### src/sv/icts_pkg.sv
// Package: shared types and constants for the IPv4 CIDR text scanner.
`timescale 1ns / 1ps
package icts_pkg;

	localparam int FULL_PREFIX = 32;

	typedef enum logic [1:0] {
		ST_VALID     = 2'd0,
		ST_BAD_ADDR  = 2'd1,
		ST_BAD_PFX   = 2'd2
	} status_t;

	typedef enum logic [1:0] {
		ADV_LIVE       = 2'd0,
		ADV_DEAD       = 2'd1,
		ADV_END_BEFORE = 2'd2,
		ADV_END_WITH   = 2'd3
	} adv_t;

	typedef struct packed {
		logic [7:0] text_byte;
		logic       stream_end;
	} in_item_t;

	typedef struct packed {
		logic [1:0]  status;
		logic [31:0] range_low;
		logic [31:0] range_high;
	} out_item_t;

	// candidate as a cell presents it to the selector
	typedef struct packed {
		logic        valid;
		logic        bad;
		logic        oct;
		logic [2:0]  stage;
		logic [1:0]  cnt;
		logic [31:0] addr;
		logic [9:0]  gval;
		logic [6:0]  pfx;
	} cand_t;

	// control from the selector to every cell
	typedef struct packed {
		logic       step;
		logic       clear;
		logic       start;
		logic [7:0] ch;
	} cell_ctl_t;

	function automatic logic is_digit(input logic [7:0] c);
		return (c >= 8'h30) && (c <= 8'h39);
	endfunction

	// fold one digit into a group value
	function automatic cand_t take_digit(input cand_t c, input logic [3:0] d);
		cand_t r;
		logic [13:0] v;
		r = c;
		if (c.cnt == 2'd0 && d == 4'd0)
			r.oct = 1'b1;
		if (r.oct) begin
			if (d > 4'd7)
				r.bad = 1'b1;
			v = {1'b0, c.gval, 3'b000} + {10'd0, d};
		end else begin
			v = {1'b0, c.gval, 3'b000} + {3'b000, c.gval, 1'b0} + {10'd0, d};
		end
		r.gval = v[9:0];
		r.cnt = c.cnt + 2'd1;
		return r;
	endfunction

	function automatic cand_t close_group(input cand_t c);
		cand_t r;
		r = c;
		if (c.gval > 10'd255)
			r.bad = 1'b1;
		r.addr = {c.addr[23:0], c.gval[7:0]};
		r.gval = '0;
		r.oct = 1'b0;
		r.cnt = 2'd0;
		return r;
	endfunction

	function automatic logic is_complete(input cand_t c);
		return c.valid && ((c.stage == 3'd3 && c.cnt != 2'd0) || c.stage == 3'd4 ||
			(c.stage == 3'd5 && c.cnt != 2'd0));
	endfunction

endpackage

### src/sv/icts_emit.sv
// Result formatter: turns a finished candidate into status and range.
`timescale 1ns / 1ps
module icts_emit
	import icts_pkg::*;
(
	input  cand_t     cand,
	output out_item_t res
);

	cand_t c;
	logic [6:0] pfx;
	logic [31:0] mask;

	always_comb begin
		c = cand;
		if (cand.stage == 3'd3)
			c = close_group(cand);
		pfx = (cand.stage == 3'd5) ? cand.pfx : 7'(FULL_PREFIX);
		mask = (pfx == 7'd0) ? 32'd0 : (32'hFFFF_FFFF << (6'(FULL_PREFIX) - pfx[5:0]));
		res = '0;
		if (c.bad) begin
			res.status = ST_BAD_ADDR;
		end else if (pfx > 7'(FULL_PREFIX)) begin
			res.status = ST_BAD_PFX;
		end else begin
			res.status = ST_VALID;
			res.range_low = c.addr & mask;
			res.range_high = c.addr | ~mask;
		end
	end

endmodule
### config.mk
export PLATFORM = sky130hd
export DESIGN_NAME = icts_emit
export DESIGN_NICKNAME = d
export VERILOG_FILES = /design/src/sv/icts_pkg.sv /design/src/sv/icts_emit.sv
export SDC_FILE = /design/constraint.sdc
export NUM_CORES = 1
export LEC_CHECK = 0
export BUFFER_PORTS_ARGS = -buffer_cell sky130_fd_sc_hd__buf_4
export CORE_MARGIN = 10
export CORE_UTILIZATION = 43
export DETAILED_ROUTE_END_ITERATION = 10
export GPL_ROUTABILITY_DRIVEN = 0
export GPL_TIMING_DRIVEN = 0
export PLACE_DENSITY = 0.83
export SYNTH_ARGS = -nofsm -noshare
export SYNTH_HDL_FRONTEND = slang
export SYNTH_SLANG_ARGS = --single-unit
### constraint.sdc
create_clock -name vclk -period 2.9
set_input_delay 0.29 -clock vclk [all_inputs]
set_output_delay 0.29 -clock vclk [all_outputs]
set_load 0.1 [all_outputs]
==> impl_metrics.tcl, run 1 <==
set metrics [dict create \
    rows 22 \
    initial_core_util_pct 45.4 \
    io_buffer_count 119 \
    syn_nets 270 \
    yosys_warnings 0 \
    netlist_instances 208 \
    stop_stage "global placement" \
    ys_seq_area_share_pct 0 \
    pin_count 123 \
    die_height_um 82.6 \
    synth_cell_types 47 \
    avgSynthCellArea_um2 8.11 \
    syn-cell-area_um2 1690 \
    fp.dieW_um 82.6 \
    stop_error "[ERROR GPL-0301] Utilization 100.881 % exceeds 100%." \
    outcome "aborted with a tool error" \
]
logic make-up after synthesis:
group                    share of synthesized area (%)
adder cells (fa/ha/maj)                           3.71
buffers and inverters                             8.01
AO/OA/AOI/OAI                                     24.0
multiplexers                                      19.6
AND/OR/NAND/NOR                                   44.7
cells in the mapped netlist, types with 3 or more instances:
cell | count | area (um^2)
nand2_1 | 14 | 52.6
buf_6 | 3 | 33.8
nor4_1 | 3 | 18.8
a2111oi_0 | 3 | 26.3
mux2i_1 | 33 | 330
nand4_1 | 4 | 25.0
o21ai_1 | 3 | 15.0
nor4_2 | 5 | 62.6
nor2_1 | 9 | 33.8
a31oi_1 | 26 | 163
ha_1 | 5 | 62.6
nand3_1 | 7 | 35.0
nor4b_2 | 21 | 315
clkbuf_1 | 6 | 22.5
a41oi_1 | 4 | 35.0
o211ai_1 | 7 | 52.6
buf_2 | 12 | 60.1
inv_1 | 3 | 11.3
nor2b_1 | 6 | 37.5
==> run 2, diff against run 1 <==
CORE_UTILIZATION = 35   (was 43)
PLACE_DENSITY = default   (was 0.83)
PLACE_DENSITY_LB_ADDON = 0.15   (was default)
==> run 2 against run 1 <==
Net effect: the flow now finishes without violations; synthesized area unchanged; synthesized cell count unchanged.
==> impl_metrics.tcl, run 2 <==
set metrics [dict create \
    pwr_density_cell_nw_per_um2 309 \
    max_stage_delay_ns 0.36 \
    combPwrFrac_pct 100.0 \
    slew_headroom_pct 43.3 \
    path_cells "buf_4, and3b_2, and2_4, inv_4, ha_4, inv_2, ha_4, clkbuf_8, nor2b_4, nor4_4, nand3_2, a31oi_4, buf_12" \
    outcome "complete, no violations" \
    syn_nets 270 \
    holdPathStages 3 \
    syn-cell-area_um2 1690 \
    wl_mm 10.3 \
    critPathMaxFanout 6 \
    netlist_instances 208 \
    cellLeakagePower_nw 1.73 \
    synth_top_area_share_pct 19.6 \
    grt_pass1_wl_mm 14.3 \
    avgSynthCellArea_um2 8.11 \
    nFillCells 245 \
    max_cap_violations 0 \
    slew_viol_final 0 \
    fin_util_pct 86.3 \
    seqPwrFrac_pct 0 \
    area_delta_synth_final_pct 140 \
    tightest_slew_ns 0.851 \
    clockBufferCount 0 \
    total_power_w 0.00125 \
    via_per_inst 6.52 \
    clockPowerShare_pct 0 \
    regArea_um2 0 \
    fp.dieW_um 89.4 \
    end_kind "output pin" \
    layout-drive-gt1-share_pct 74.2 \
    netSwitchingPower_w 0.000883 \
    die_height_um 89.4 \
    intPower_w 0.000368 \
    start_kind "input port" \
    yosys_warnings 0 \
    synth_cell_types 47 \
    setup_violations 0 \
    seq_cells 0 \
    hold-worst-slack_ns 1.06 \
    hp-class "input port to output pin" \
    first_pass_iters 4 \
    grt_max_degree 11 \
    period_share_pct 99.2 \
    pin_count 123 \
    overflow 0 \
    wl_per_cell_um 26.1 \
    post-route-drc-count 0 \
    io_buffer_count 119 \
    grt_pass1_vias 2641 \
    synth_common_cells "mux2i_1, a31oi_1, nor4b_2, nand2_1, buf_2" \
    final_cell_mix "buf_4, mux2i_1, buf_6" \
    yosys-top-cells-area "mux2i_1, nor4b_2, a31oi_1" \
    antenna_cells 0 \
    hold_end "res[64]" \
    post-route-min-period_ns 2.88 \
    required_ns 2.61 \
    drt.antenna.violating_nets 0 \
    drt_first_iter_violations 131 \
    arrival_ns 2.59 \
    synth.most_common_cell "mux2i_1" \
    yosys.area.top_type "mux2i_1" \
    hold_buffers 0 \
    dp_hpwl_mm 7.37 \
    fin_tns_setup_ns 0 \
    finalHoldViolations 0 \
    cpMostUsedCell "ha_4" \
    hold_start "cand[55]" \
    dieArea_um2 8000 \
    core_area_um2 4690 \
    ir_drop_mv 0.183 \
    track_usage_pct 22.3 \
    swShare_pct 70.6 \
    cp_slowest_cell "nor4_4" \
    antenna_found_initial 0 \
    num_vias 2575 \
    ys_seq_area_share_pct 0 \
    fmax_mhz 348 \
    initial_core_util_pct 35.9 \
    rows 25 \
    nNetsFinal 405 \
    layout_commonest_cell "buf_4" \
    path_class "input port to output pin" \
]
==> run 2: cell counts after synthesis <==
Identical to the previous run, type by type.
==> run 2: power by group through the flow <==
stage	registers [W]	clock network [W]	logic [W]
3_5_place_dp	0	0	0.00116
6_report	0	0	0.00125
4_1_cts	0	0	0.00122
5_1_grt	0	0	0.00128
3_3_place_gp	0	0	0.00115
2_1_floorplan	0	0	0.000918
==> run 2: worst max-delay path, delay by kind of cell <==
| family | cells | cell delay, ns |
|---|---|---|
| simple gates | 5 | 1.13 |
| buf+inv | 5 | 0.59 |
| fa+ha+maj | 2 | 0.38 |
| compound gates | 1 | 0.20 |
==> run 2: timing repair <==
item / 4_1_cts / 5_1_grt
pin swaps: 12 / 6
gates resized for setup: 58 / 19
endpoints found under the setup margin: 62 / 61
cloned: 1 / 1
buffers inserted: 9 / 4
==> run 2: worst max path at each step <==
stage / cells after the start / slack, ns / startpoint / to
after floorplan: 10 / -0.56 / cand[53] / res[5]
after global placement: 13 / -0.65 / cand[52] / res[26]
after detailed placement: 13 / -0.67 / cand[52] / res[26]
after CTS: 13 / 0.0006 / cand[53] / res[54]
after global routing: 13 / -0.04 / cand[52] / res[26]
final: 13 / 0.02 / cand[52] / res[26]
==> run 2: stage by stage <==
step           area (um^2)  worst slack, ns  instances
2_1_floorplan         2640           -0.560        208
3_3_place_gp          3600           -0.650        381
3_5_place_dp          3600           -0.667        382
4_1_cts               3940         0.000590        391
5_1_grt               4050          -0.0440        395
6_report              4050           0.0246        395
==> run 2: cells by family (layout without fill, tap and decap cells) <==
family	count (synthesis)	in the layout	share of synthesized area [%]
and+or+nand+nor	88	88	44.7
AOI/OAI and AO/OA	57	57	24.0
muxes	33	33	19.6
buffers and inverters	25	158	8.01
adders and majority gates	5	5	3.71
==> run 2: metal layers <==
layer,vias to the layer above,track usage (%),wire (um)
met5,-,0,0
li1,1130,-,-
met2,143,43.6,5520
met4,0,6.94,316
met3,27,2.92,780
met1,1275,23.8,3680
==> run 2: area by class of cell <==
class / count / area [um^2] / area share [%]
Buffer: 20 / 225 / 5.56
Inverter: 3 / 13.8 / 0.340
Multi-Input combinational cell: 183 / 2550 / 63.0
Tap cell: 54 / 67.6 / 1.67
Timing Repair Buffer: 135 / 1190 / 29.4
Power figures use the tool's default switching activity.
