<file path="src/sv/icts_pkg.sv">
// Package: shared types and constants for the IPv4 CIDR text scanner.
`timescale 1ns / 1ps
package icts_pkg;

	localparam int FULL_PREFIX = 32;

	typedef enum logic [1:0] {
		ST_VALID     = 2'd0,
		ST_BAD_ADDR  = 2'd1,
		ST_BAD_PFX   = 2'd2
	} status_t;

	typedef enum logic [1:0] {
		ADV_LIVE       = 2'd0,
		ADV_DEAD       = 2'd1,
		ADV_END_BEFORE = 2'd2,
		ADV_END_WITH   = 2'd3
	} adv_t;

	typedef struct packed {
		logic [7:0] text_byte;
		logic       stream_end;
	} in_item_t;

	typedef struct packed {
		logic [1:0]  status;
		logic [31:0] range_low;
		logic [31:0] range_high;
	} out_item_t;

	// candidate as a cell presents it to the selector
	typedef struct packed {
		logic        valid;
		logic        bad;
		logic        oct;
		logic [2:0]  stage;
		logic [1:0]  cnt;
		logic [31:0] addr;
		logic [9:0]  gval;
		logic [6:0]  pfx;
	} cand_t;

	// control from the selector to every cell
	typedef struct packed {
		logic       step;
		logic       clear;
		logic       start;
		logic [7:0] ch;
	} cell_ctl_t;

	function automatic logic is_digit(input logic [7:0] c);
		return (c >= 8'h30) && (c <= 8'h39);
	endfunction

	// fold one digit into a group value
	function automatic cand_t take_digit(input cand_t c, input logic [3:0] d);
		cand_t r;
		logic [13:0] v;
		r = c;
		if (c.cnt == 2'd0 && d == 4'd0)
			r.oct = 1'b1;
		if (r.oct) begin
			if (d > 4'd7)
				r.bad = 1'b1;
			v = {1'b0, c.gval, 3'b000} + {10'd0, d};
		end else begin
			v = {1'b0, c.gval, 3'b000} + {3'b000, c.gval, 1'b0} + {10'd0, d};
		end
		r.gval = v[9:0];
		r.cnt = c.cnt + 2'd1;
		return r;
	endfunction

	function automatic cand_t close_group(input cand_t c);
		cand_t r;
		r = c;
		if (c.gval > 10'd255)
			r.bad = 1'b1;
		r.addr = {c.addr[23:0], c.gval[7:0]};
		r.gval = '0;
		r.oct = 1'b0;
		r.cnt = 2'd0;
		return r;
	endfunction

	function automatic logic is_complete(input cand_t c);
		return c.valid && ((c.stage == 3'd3 && c.cnt != 2'd0) || c.stage == 3'd4 ||
			(c.stage == 3'd5 && c.cnt != 2'd0));
	endfunction

endpackage

</file>
<file path="src/sv/icts_cell.sv">
// One candidate cell: tracks a match that began at one byte position.
`timescale 1ns / 1ps
module icts_cell
	import icts_pkg::*;
(
	input  logic      clk,
	input  logic      arst_n,
	input  cell_ctl_t ctl,
	output cand_t     cur,
	output cand_t     nxt,
	output adv_t      adv
);

	cand_t cand_q;
	logic [3:0] d;
	logic dig;
	logic [10:0] p10;

	assign cur = cand_q;
	assign dig = is_digit(ctl.ch);
	assign d = ctl.ch[3:0] - 4'd0;
	assign p10 = {1'b0, cand_q.pfx, 3'b000} + {3'b000, cand_q.pfx, 1'b0} + {7'd0, d};

	// advance this candidate by one byte
	always_comb begin
		nxt = cand_q;
		adv = ADV_DEAD;
		if (cand_q.valid) begin
			if (cand_q.stage <= 3'd2) begin
				if (dig && cand_q.cnt < 2'd3) begin
					nxt = take_digit(cand_q, d);
					adv = ADV_LIVE;
				end else if (!dig && ctl.ch == 8'h2E && cand_q.cnt != 2'd0) begin
					nxt = close_group(cand_q);
					nxt.stage = cand_q.stage + 3'd1;
					adv = ADV_LIVE;
				end
			end else if (cand_q.stage == 3'd3) begin
				if (dig && cand_q.cnt < 2'd3) begin
					nxt = take_digit(cand_q, d);
					adv = ADV_LIVE;
				end else if (ctl.ch == 8'h2F && cand_q.cnt != 2'd0) begin
					nxt = close_group(cand_q);
					nxt.stage = 3'd4;
					adv = ADV_LIVE;
				end else if (cand_q.cnt != 2'd0) begin
					adv = ADV_END_BEFORE;
				end
			end else if (cand_q.stage == 3'd4) begin
				if (dig) begin
					nxt.stage = 3'd5;
					nxt.cnt = 2'd1;
					nxt.pfx = {3'd0, d};
					adv = ADV_LIVE;
				end else begin
					adv = ADV_END_BEFORE;
				end
			end else if (cand_q.stage == 3'd5) begin
				if (dig && cand_q.cnt < 2'd2) begin
					nxt.pfx = p10[6:0];
					nxt.cnt = 2'd2;
					adv = ADV_END_WITH;
				end else begin
					adv = ADV_END_BEFORE;
				end
			end
		end
	end

	// hold, advance, drop or restart
	always_ff @(posedge clk or negedge arst_n) begin
		if (!arst_n) begin
			cand_q <= '0;
		end else if (ctl.step) begin
			if (ctl.start) begin
				cand_q <= take_digit('{valid: 1'b1, default: '0}, d);
			end else if (ctl.clear || adv == ADV_DEAD) begin
				cand_q <= '0;
			end else begin
				cand_q <= nxt;
			end
		end
	end

endmodule

</file>
<file path="config.mk">
export PLATFORM = sky130hd
export DESIGN_NAME = icts_cell
export DESIGN_NICKNAME = d
export VERILOG_FILES = /design/src/sv/icts_pkg.sv /design/src/sv/icts_cell.sv
export SDC_FILE = /design/constraint.sdc
export NUM_CORES = 1
export LEC_CHECK = 0
export BUFFER_PORTS_ARGS = -buffer_cell sky130_fd_sc_hd__buf_4
export CAP_MARGIN = 20
export CORE_MARGIN = 2
export CORE_UTILIZATION = 57
export DETAILED_ROUTE_END_ITERATION = 12
export GPL_ROUTABILITY_DRIVEN = 0
export HOLD_SLACK_MARGIN = 0.03
export PLACE_DENSITY = 0.88
export SLEW_MARGIN = 20
export SYNTH_ARGS = -nofsm -noshare
export SYNTH_HDL_FRONTEND = slang
export SYNTH_SLANG_ARGS = --single-unit
export TNS_END_PERCENT = 10
</file>
<file path="constraint.sdc">
create_clock -name clk -period 13.65 [get_ports clk]
set_clock_uncertainty 0.2 [all_clocks]
set_input_delay 4.095 -clock clk [delete_from_list [all_inputs] [get_ports clk]]
set_output_delay 4.095 -clock clk [all_outputs]
set_load 0.02 [all_outputs]
</file>
# After elaboration in Yosys (flattened, before gate mapping)
# Index checks and enable logic that the tools add are counted.
# W data, S select, Z words.
[op_classes]
n_addsub = 7
order_cmp = 7
n_eq_ne = 6
muxes = 51
reduce_logical = 12
[ops]
columns = ["op", "n"]
rows = [
  ["$mux W57", 4],
  ["$mux W56", 4],
  ["$mux W42", 1],
  ["$mux W7", 5],
  ["$mux W2", 12],
  ["$add A10 B4 Y10", 2],
  ["$mux W10", 2],
  ["$mux W1", 19],
  ["$eq A8 B6 Y1 const B", 2],
  ["$add A10 B10 Y10", 1],
  ["$gt A10 B8 Y1 const B", 1],
  ["$mux W5", 2],
  ["$ge A8 B6 Y1 const B", 1],
  ["$le A8 B6 Y1 const B", 1],
  ["$add A7 B4 Y7", 1],
  ["$add A7 B7 Y7", 1],
  ["$logic_and A1 B1 Y1", 7],
  ["$eq A3 B3 Y1 const B", 2],
  ["$mux W3", 2],
  ["$gt A4 B3 Y1 const B", 1],
  ["$logic_not A4 Y1", 1],
  ["$lt A2 B2 Y1 const B", 2],
  ["$add A3 B1 Y3 const B", 1],
  ["$eq A3 B2 Y1 const B", 1],
  ["7 further kinds", 7],
]
[totals]
regBits = 57
word_cells = 91

# Depth between registers and ports, before layout
[logic_depth]
word_depth = 14
depth_mapped = 12
depth_no_buf = 11

# Worst setup path before layout
# No wires, ideal clock.
[synth_timing]
kind = "input-to-output"
start = "input port ctl[3] (netlist name)"
end = "output port nxt[14] (netlist name)"
arrival_ns = 6.394
required_time_ns = 9.355
path_slack_ns = 2.961
stages = 10
n_path_buf = 0
cell_sequence = "inv_1 > fa_1 > inv_1 > ha_1 > a211oi_1 > o21bai_1 > a21oi_1 > xnor2_1 > a21oi_1 > o21ai_0"
[synth_rtl]
columns = ["item", "line", "text"]
rows = [
  ["start, declared", "icts_cell.sv:8", "input cell_ctl_t ctl,"],
  ["end, declared", "icts_cell.sv:10", "output cand_t nxt,"],
]

==> flow_summary.ini <==
[timing]
tightest_slew_ps = 1020
fin_crit_sh = 0.828
rsz0062_at_grt = no
maxSlewHeadroom = 0.319
setup_tns_ps = 0
min_period_ps = 11300
finalHoldViolCount = 0
setup_violations = 0
report.final.slew_viol_count = 0
fmax_mhz = 88.5
fin_ws_ps = 2350
hold_slack_ps = 372

[place]
io_buffers = 128
place_ws_ps = 2500
post_dp_cell_area_mm2 = 0.00546
dp_hpwl_mm = 9.08
dp_cells = 709

[floorplanning]
initial_core_util = 0.586
fp-row-count = 32
die_y_um = 92.9
num_io_pins = 129
dieWidth_um = 92.9
dieArea_mm2 = 0.00863
core-area_mm2 = 0.00769

[yosys]
async_flop_share = 1.00
netlist_area_mm2 = 0.00451
synth-seq-cells = 57
synthCells = 506
synth-edff-count = 0
yosysSeqAreaShare = 0.317
synth.area.top_cells = dfrtp_1 (32%), ha_1 (8.6%), inv_1 (7.2%), mux2i_1 (6.9%), o22ai_2 (5.6%)
synth_cell_types = 57
ys_warn_count = 0
yosysTopAreaCellShare = 0.317
syn_area_per_cell_um2 = 8.90
synth_top_cell_by_area = dfrtp_1
synth_top_flop_cell = dfrtp_1
syn-num-nets = 554

[final_layout]
layout-drive-gt1-share = 0.289
final_cells = 725
largest_register_ffs = 57
fin_area_mm2 = 0.00566
diodes = 0
final_util = 0.736
area_growth_pct = 25.7
layout.nets = 666

[critical_path]
critPathLaunchType = input pin
crit_slowest_cell = fa_1
cp_top_family = compound AO/OA/AOI/OAI gates
max_stage_delay_ps = 600
cp_max_fo = 8
crit_type = input pin to primary output
worst-path-buf-inv = 4
endpoint_kind = primary output
worstPathArrival_ps = 7010
critPathRequiredTime_ps = 9350
crit_chain = buf_4, inv_1, fa_1, inv_1, ha_1, a211oi_1, o21ai_0, a31oi_1, xnor2_1, a21oi_1, xnor2_1, o2bb2ai_1, buf_4

[grt]
grt_pass1_wl_mm = 21.0
overflow = 0
grt-busiest-layer = met2
grt_util_met1 = 0.388
met2_usage = 0.502
grt_max_degree = 74
first_global_vias = 4308
grt_usage = 0.303
use_met3 = 0.0683
antenna_found_initial = 0

[clocking]
clk_path_buf_depth = 2
cts_setup_buffers = 0
post_cts_resized = 0
cts_max_level = 3
clock_latency_ps = 350
cts_buffers = 9
hold_buffers = 0
cts_tree = yes
root_buffer = clkbuf_8
cts.sinks = 57
clk_pin_slew_ps = 80

[power_and_ir_drop]
leakagePower_nw = 3.01
ir_drop_mv = 0.0466
power.total_uw = 407
p_per_area_mw_per_mm2 = 71.9

[drt]
vias = 4380
drt-total-wl_mm = 12.9
vias_per_cell = 6.04
drt_iter0_markers = 204
wl_per_cell_um = 17.8
postRouteAntennaNets = 0
first_pass_iters = 5
drc_errors = 0

[run_status]
status = completed

[flow_run]
drv_cap = 0

[min_path]
hold_class = flop to flop
## tightest hold or removal path, stage by stage, from the launching register on
cell and delay (ps):
dfrtp_1 400, inv_1 70, o22ai_2 60
## where the power goes
part,leakage (nW),switching [mW],internal (mW)
combinational,2.13,0.0406,0.0246
sequential,0.782,0.00550,0.171
clock,0.0985,0.0760,0.0894
total,3.01,0.122,0.285
## area by class of cell
| type | count | area [µm²] |
|---|---|---|
| Clock buffer | 10 | 138 |
| Clock inverter | 6 | 67.6 |
| Fill cell | 570 | 2030 |
| Inverter | 87 | 327 |
| Multi-Input combinational cell | 334 | 2610 |
| Sequential cell | 57 | 1430 |
| Tap cell | 102 | 128 |
| Timing Repair Buffer | 129 | 968 |
## layout by cell type, fill, tap and decap left out, types with 2 or more instances in the layout
| master | netlist | final |
|---|---|---|
| or3_1 | 3 | 3 |
| a31oi_1 | 13 | 13 |
| clkinv_4 | 0 | 2 |
| clkbuf_8 | 0 | 10 |
| nand3_1 | 14 | 14 |
| xor2_1 | 3 | 3 |
| ha_1 | 31 | 31 |
| fa_1 | 4 | 4 |
| nor2b_1 | 12 | 12 |
| a311oi_1 | 2 | 2 |
| a21oi_1 | 13 | 13 |
| a41o_1 | 10 | 10 |
| clkinvlp_4 | 0 | 2 |
| a21o_1 | 7 | 7 |
| o22ai_2 | 20 | 20 |
| nor3_1 | 6 | 6 |
| o21ai_0 | 16 | 16 |
| o32ai_2 | 3 | 3 |
| dfrtp_1 | 57 | 57 |
| o211ai_1 | 3 | 3 |
| nor3b_1 | 2 | 2 |
| xnor2_1 | 13 | 13 |
| o22ai_1 | 22 | 22 |
| and3_1 | 6 | 5 |
| a22o_1 | 4 | 4 |
| nand2_1 | 29 | 29 |
| nor3_2 | 3 | 3 |
| nor2_1 | 32 | 32 |
| mux2i_1 | 31 | 31 |
| nand2b_1 | 2 | 2 |
| inv_1 | 87 | 87 |
| o21ai_1 | 2 | 2 |
| a211oi_1 | 4 | 4 |
| nor4_1 | 2 | 2 |
| buf_4 | 2 | 129 |
## cells by family after synthesis
logic type / count (synthesis) / share of synthesized area
AOI/OAI and AO/OA: 135 / 0.246
and+or+nand+nor: 117 / 0.128
buffers and inverters: 115 / 0.105
DFF: 57 / 0.317
adders and majority gates: 35 / 0.104
muxes: 31 / 0.0689
xor gates and xnor gates: 16 / 0.0311
## per-layer routing
metal	share of wire	wire, µm
met3	0.087	1120
met4	0.020	254
met2	0.49	6290
met1	0.40	5210
met5	0	0
## final timing paths
| check | from | endpoint | slack [ps] | cells after the start |
|---|---|---|---|---|
| max | ctl[3] | nxt[16] | 2350 | 13 |
| min | cur[42]$_DFFE_PN0P_ | cur[42]$_DFFE_PN0P_ | 370 | 2 |
| max reg2reg | cur[51]$_DFFE_PN0P_ | cur[7]$_DFFE_PN0P_ | 10150 | 9 |
| min reg2reg | cur[42]$_DFFE_PN0P_ | cur[42]$_DFFE_PN0P_ | 370 | 2 |
| max in group asynchronous | arst_n | cur[13]$_DFFE_PN0P_ | 9160 | 1 |
| min in group asynchronous | arst_n | cur[1]$_DFFE_PN0P_ | 3610 | 1 |
## synthesized netlist by cell type (12+ instances only)
cell and count:
a21oi_1 13, o21ai_0 16, o22ai_2 20, nor2b_1 12, o22ai_1 22, nor2_1 32
mux2i_1 31, dfrtp_1 57, a31oi_1 13, inv_1 87, clkbuf_1 13, ha_1 31
xnor2_1 13, nand3_1 14, nand2_1 29
(Power assumes the default switching activity.)
